### src/design/rssg_pkg.sv
// Package for the rover speed safety governor.
// Types, codes and constants shared by the divider and the top level.
package rssg_pkg;

   localparam int DIV_W = 64;
   localparam int DIV_CW = 7;

   localparam logic [1:0] OP_RAY   = 2'd0;
   localparam logic [1:0] OP_IMU   = 2'd1;
   localparam logic [1:0] OP_CMD   = 2'd2;
   localparam logic [1:0] OP_SPARE = 2'd3;

   localparam logic [2:0] REG_WARN     = 3'd0;
   localparam logic [2:0] REG_CRIT     = 3'd1;
   localparam logic [2:0] REG_INCLINE  = 3'd2;
   localparam logic [2:0] REG_WINDOW   = 3'd3;
   localparam logic [2:0] REG_VAR_MAX  = 3'd4;
   localparam logic [2:0] REG_SECTOR   = 3'd5;
   localparam logic [2:0] REG_CORRIDOR = 3'd6;
   localparam logic [2:0] REG_GRAVITY  = 3'd7;

   localparam logic signed [20:0] FAR_MM = 21'sd999000;
   localparam logic [15:0] Q_ONE = 16'd32768;
   localparam logic [15:0] VIB_FLOOR_Q = 16'd6554;
   localparam logic [35:0] VAR_MAX = 36'hF_FFFF_FFFF;
   localparam logic signed [19:0] C19_MAX = 20'sd262143;
   localparam logic signed [19:0] C19_MIN = -20'sd262144;

   typedef enum logic [3:0] {
      ST_IDLE,
      ST_RING_RD,
      ST_RING_UPD,
      ST_VAR_NUM,
      ST_VAR_WAIT,
      ST_PROX,
      ST_PROX_WAIT,
      ST_TILT,
      ST_TILT_WAIT,
      ST_VIB,
      ST_VIB_WAIT,
      ST_MUL1,
      ST_MUL2,
      ST_SCALE,
      ST_OUT
   } state_type;

   typedef struct packed {
      logic              start;
      logic [DIV_W-1:0]  rem0;
      logic [DIV_W-1:0]  dvd;
      logic [DIV_W-1:0]  dsr;
      logic [DIV_CW-1:0] steps;
   } div_req_type;

   typedef struct packed {
      logic             busy;
      logic             done;
      logic [DIV_W-1:0] quo;
   } div_rsp_type;

   // Quotient known to be below 2^16: start with the top part as the remainder.
   function automatic div_req_type q16_req(input logic [DIV_W-1:0] d,
                                           input logic [DIV_W-1:0] s);
      div_req_type r;
      r.start = 1'b1;
      r.rem0  = d >> 16;
      r.dvd   = {d[15:0], 48'd0};
      r.dsr   = s;
      r.steps = 7'd16;
      return r;
   endfunction

endpackage

### src/design/rssg_div.sv
// Restoring divider, one quotient bit per cycle.
// Depends on rssg_pkg.
module rssg_div
   import rssg_pkg::*;
(
   input  logic        clock,
   input  logic        reset,
   input  div_req_type req,
   output div_rsp_type rsp
);

   logic [DIV_W-1:0]  rem_ff, rem_in;
   logic [DIV_W-1:0]  dvd_ff, dvd_in;
   logic [DIV_W-1:0]  dsr_ff, dsr_in;
   logic [DIV_W-1:0]  quo_ff, quo_in;
   logic [DIV_CW-1:0] cnt_ff, cnt_in;
   logic              busy_ff, busy_in;
   logic              done_ff, done_in;
   logic [DIV_W:0]    shifted;
   logic [DIV_W:0]    trial;

   always_comb begin
      shifted = {rem_ff, dvd_ff[DIV_W-1]};
      trial   = shifted - {1'b0, dsr_ff};
      rem_in  = rem_ff;
      dvd_in  = dvd_ff;
      dsr_in  = dsr_ff;
      quo_in  = quo_ff;
      cnt_in  = cnt_ff;
      busy_in = busy_ff;
      done_in = 1'b0;
      if (req.start) begin
         rem_in  = req.rem0;
         dvd_in  = req.dvd;
         dsr_in  = req.dsr;
         quo_in  = '0;
         cnt_in  = req.steps;
         busy_in = 1'b1;
      end else if (busy_ff) begin
         dvd_in = {dvd_ff[DIV_W-2:0], 1'b0};
         if (!trial[DIV_W]) begin
            rem_in = trial[DIV_W-1:0];
            quo_in = {quo_ff[DIV_W-2:0], 1'b1};
         end else begin
            rem_in = shifted[DIV_W-1:0];
            quo_in = {quo_ff[DIV_W-2:0], 1'b0};
         end
         cnt_in = cnt_ff - 1'b1;
         if (cnt_ff == DIV_CW'(1)) begin
            busy_in = 1'b0;
            done_in = 1'b1;
         end
      end
   end

   always_ff @(posedge clock) begin
      rem_ff <= rem_in;
      dvd_ff <= dvd_in;
      dsr_ff <= dsr_in;
      quo_ff <= quo_in;
      cnt_ff <= cnt_in;
      if (reset) begin
         busy_ff <= 1'b0;
         done_ff <= 1'b0;
      end else begin
         busy_ff <= busy_in;
         done_ff <= done_in;
      end
   end

   assign rsp.busy = busy_ff;
   assign rsp.done = done_ff;
   assign rsp.quo  = quo_ff;

endmodule

### config.mk
export PLATFORM = sky130hd
export DESIGN_NAME = rssg_div
export DESIGN_NICKNAME = d
export VERILOG_FILES = /design/src/design/rssg_pkg.sv /design/src/design/rssg_div.sv
export SDC_FILE = /design/constraint.sdc
export NUM_CORES = 1
export LEC_CHECK = 0
export BUFFER_PORTS_ARGS = -buffer_cell sky130_fd_sc_hd__clkbuf_2
export CORE_MARGIN = 4
export CORE_UTILIZATION = 35
export CTS_CLUSTER_SIZE = 40
export DETAILED_ROUTE_END_ITERATION = 8
export GPL_TIMING_DRIVEN = 0
export PLACE_DENSITY = 0.62
export SETUP_SLACK_MARGIN = 0.5
export SYNTH_ARGS = -nofsm -noshare
export SYNTH_HDL_FRONTEND = slang
export SYNTH_SLANG_ARGS = --single-unit
### constraint.sdc
create_clock -name clock -period 8.6 [get_ports clock]
set_input_delay 1.29 -clock clock [delete_from_list [all_inputs] [get_ports clock]]
set_output_delay 1.29 -clock clock [all_outputs]
set_load 0.05 [all_outputs]
==> out/qor.csv <==
metric;value;unit
status;completed;
insertion_delay;0.60;ns
wirelength;40100;µm
required;8.92;ns
worstSetupPathType;flip-flop to flip-flop;
yosysWarnings;0;
p_int;3.49;mW
synth_mux_area_share;13.6;%
grt_max_degree;57;
die_h;213;µm
fmax;246;MHz
vias;11100;
antenna_found_initial;10;
io_pins;268;
worstMarginPinSlew;0.959;ns
clockPowerShare;24.1;%
endpoint_kind;flip-flop;
skew;0.0114;ns
synth_top_family_by_area;multiplexers;
synth-simple-area-share;9.95;%
nNetsFinal;1922;
yosys_most_used_dff;edfxtp_1;
wl_per_cell;18.1;µm
crit_arrival;4.38;ns
clock-root-buffer;clkbuf_16;
hold_class;flip-flop to flip-flop;
synth_common_cells;edfxtp_1 (199), nor2_1 (112), nand2_1 (111);
ctsLongestPathBuffers;3;
cts_hold_buf;0;
syn_inst;1350;
p_sw;2.06;mW
nFillCells;4064;
regArea;0.00730;mm²
cts_setup_buffers;0;
drt-pass1-iter-count;4;
netSwitchingFraction;37.2;%
netlist_area;0.0146;mm²
synth.distinct_cells;69;
antenna_left;0;
drtIter0Drc;421;
power_density;312;mW/mm²
cts_tree;built;
finalSetupViolations;0;
clock_sinks;265;
setup_tns;0;ns
ys_ff_latch;265;
place.gp.congestion;0.874;
grt_overflow;0;
routed_via_density;5.03;
ir_drop;165;µV
grt_pass1_vias;11300;
slew_violations;0;
yosysMostFrequentCell;edfxtp_1;
layoutNonFillerInstCount;2214;
syn2layout_area_growth;21.4;%
grt_pass1_wl;61500;µm
die_width;213;µm
multi_input_comb_area;0.00674;mm²
seq_area_frac_synth;49.8;%
p_seq_share;31.4;%
synth_compound_area_share;12.8;%
synth-edff-count;199;
clk_pin_slew;0.06;ns
htreeDepth;1;
port_buffers;267;
drc;0;
p_leak;7.62;nW
synth_top_area_cell;edfxtp_1;
comb_power_share;44.5;%
start_kind;flip-flop;
cts_buffers;31;
synth_xor_area_share;3.84;%
cts_resized;0;
synth_fa_ha_area_share;5.77;%
slew_headroom;36.1;%
dp_hpwl;30200;µm
synth_top_area_share;40.8;%
core;0.0411;mm²
synth_area_leaders;edfxtp_1 (41%), dfxtp_1 (9.0%), mux2i_1 (7.0%);
max_cap_viol_count;0;
final_hold_viol_count;0;
cp_max_fo;10;
async_reset_ff_share;0;%
synth_nets;1619;
period_share;47.3;%
initial_core_util;35.6;%
dieArea;0.0452;mm²
dp_cells;2152;
syn_area_per_cell;10.9;µm²
rows;74;
rsz0062_at_grt;false;
drive_gt1_share;26.0;%
period_needed;4.06;ns
grtUsageTotal;17.1;%
power groups by stage:
| stage | clock network [mW] | logic [mW] | registers, mW |
|---|---|---|---|
| 6_report | 1.34 | 2.47 | 1.74 |
| 5_1_grt | 1.43 | 2.73 | 1.77 |
| 4_1_cts | 1.38 | 2.47 | 1.75 |
| 3_5_place_dp | 0 | 2.47 | 1.77 |
| 3_3_place_gp | 0 | 2.43 | 1.77 |
| 2_1_floorplan | 0 | 1.88 | 1.74 |
sequential cells by signal, indices dropped and copies added, names as in the netlist:
register and count:
quo_ff 64, dvd_ff 64, cnt_ff 7, rem_ff 64
dsr_ff 64, done_ff 1, busy_ff 1
worst paths after layout:
| kind | depth (start not counted) | slack (ns) | from | endpoint |
|---|---|---|---|---|
| setup / recovery | 15 | 4.54 | dsr_ff[0] | rem_ff[54] |
| hold / removal | 2 | 0.50 | quo_ff[63] | quo_ff[63] |
| setup reg to reg | 15 | 4.54 | dsr_ff[0] | rem_ff[54] |
| hold reg to reg | 2 | 0.50 | quo_ff[63] | quo_ff[63] |
routing by layer:
layer / up-vias / global-route usage (%) / part of all wire [%]
met5: - / 0 / 0.18
met2: 302 / 27.9 / 46
met4: 12 / 4.02 / 2.3
li1: 5488 / - / -
met1: 5271 / 21.9 / 43
met3: 66 / 5.92 / 8.4
logic make-up after synthesis:
| kind of cell | after synthesis |
|---|---|
| buffers and inverters | 149 |
| and+or+nand+nor | 319 |
| AOI/OAI and AO/OA | 302 |
| DFF | 265 |
| adders and majority gates | 67 |
| xor gates and xnor gates | 62 |
| muxes | 186 |
worst max-delay path, cell delays in order, from the launching register on:
cell and delay, ns:
edfxtp_1 0.38, ha_1 0.22, fa_1 0.41, nor2b_1 0.18, o31ai_1 0.12, a31o_2 0.26
o31ai_4 0.35, a311oi_2 0.16, nor2_2 0.31, a31oi_4 0.17, xnor2_4 0.31, buf_4 0.30
buf_4 0.27, nor3b_1 0.08, a21oi_1 0.14, o21ai_0 0.12
layout by cell type (no fill, tap or decap), types with 32 or more instances in the layout:
| cell type | count |
|---|---|
| a21oi_1 | 96 |
| clkbuf_1 | 46 |
| clkbuf_16 | 32 |
| clkbuf_2 | 269 |
| dfxtp_1 | 66 |
| edfxtp_1 | 199 |
| ha_1 | 66 |
| inv_1 | 88 |
| mux2_2 | 77 |
| mux2i_1 | 102 |
| nand2_1 | 111 |
| nor2_1 | 112 |
| o21ai_0 | 48 |
| o21ai_1 | 43 |
| xnor2_1 | 39 |
area by class of cell:
| class | count | area share [%] |
|---|---|---|
| Inverter | 89 | 1.88 |
| Timing Repair Buffer | 270 | 7.95 |
| Multi-Input combinational cell | 936 | 37.9 |
| Clock buffer | 47 | 5.24 |
| Clock inverter | 11 | 0.626 |
| Tap cell | 532 | 3.74 |
| Sequential cell | 265 | 41.0 |
| Buffer | 60 | 1.56 |
| Antenna cell | 4 | 0.0563 |
stage by stage:
stage / setup slack [ns] / util [%] / power (mW) / hold WS, ns / cell area [µm²]
floorplan: 4.61 / - / 3.63 / 0.525 / 14600
global placement: 1.77 / 40.5 / 4.20 / 0.479 / 16600
detailed placement: 4.11 / 40.7 / 4.23 / 0.490 / 16700
CTS: 4.52 / 43.2 / 5.60 / 0.505 / 17800
global route: 4.30 / 43.2 / 5.93 / 0.549 / 17800
finish: 4.54 / 43.3 / 5.55 / 0.500 / 17800
(Power assumes the default switching activity.)
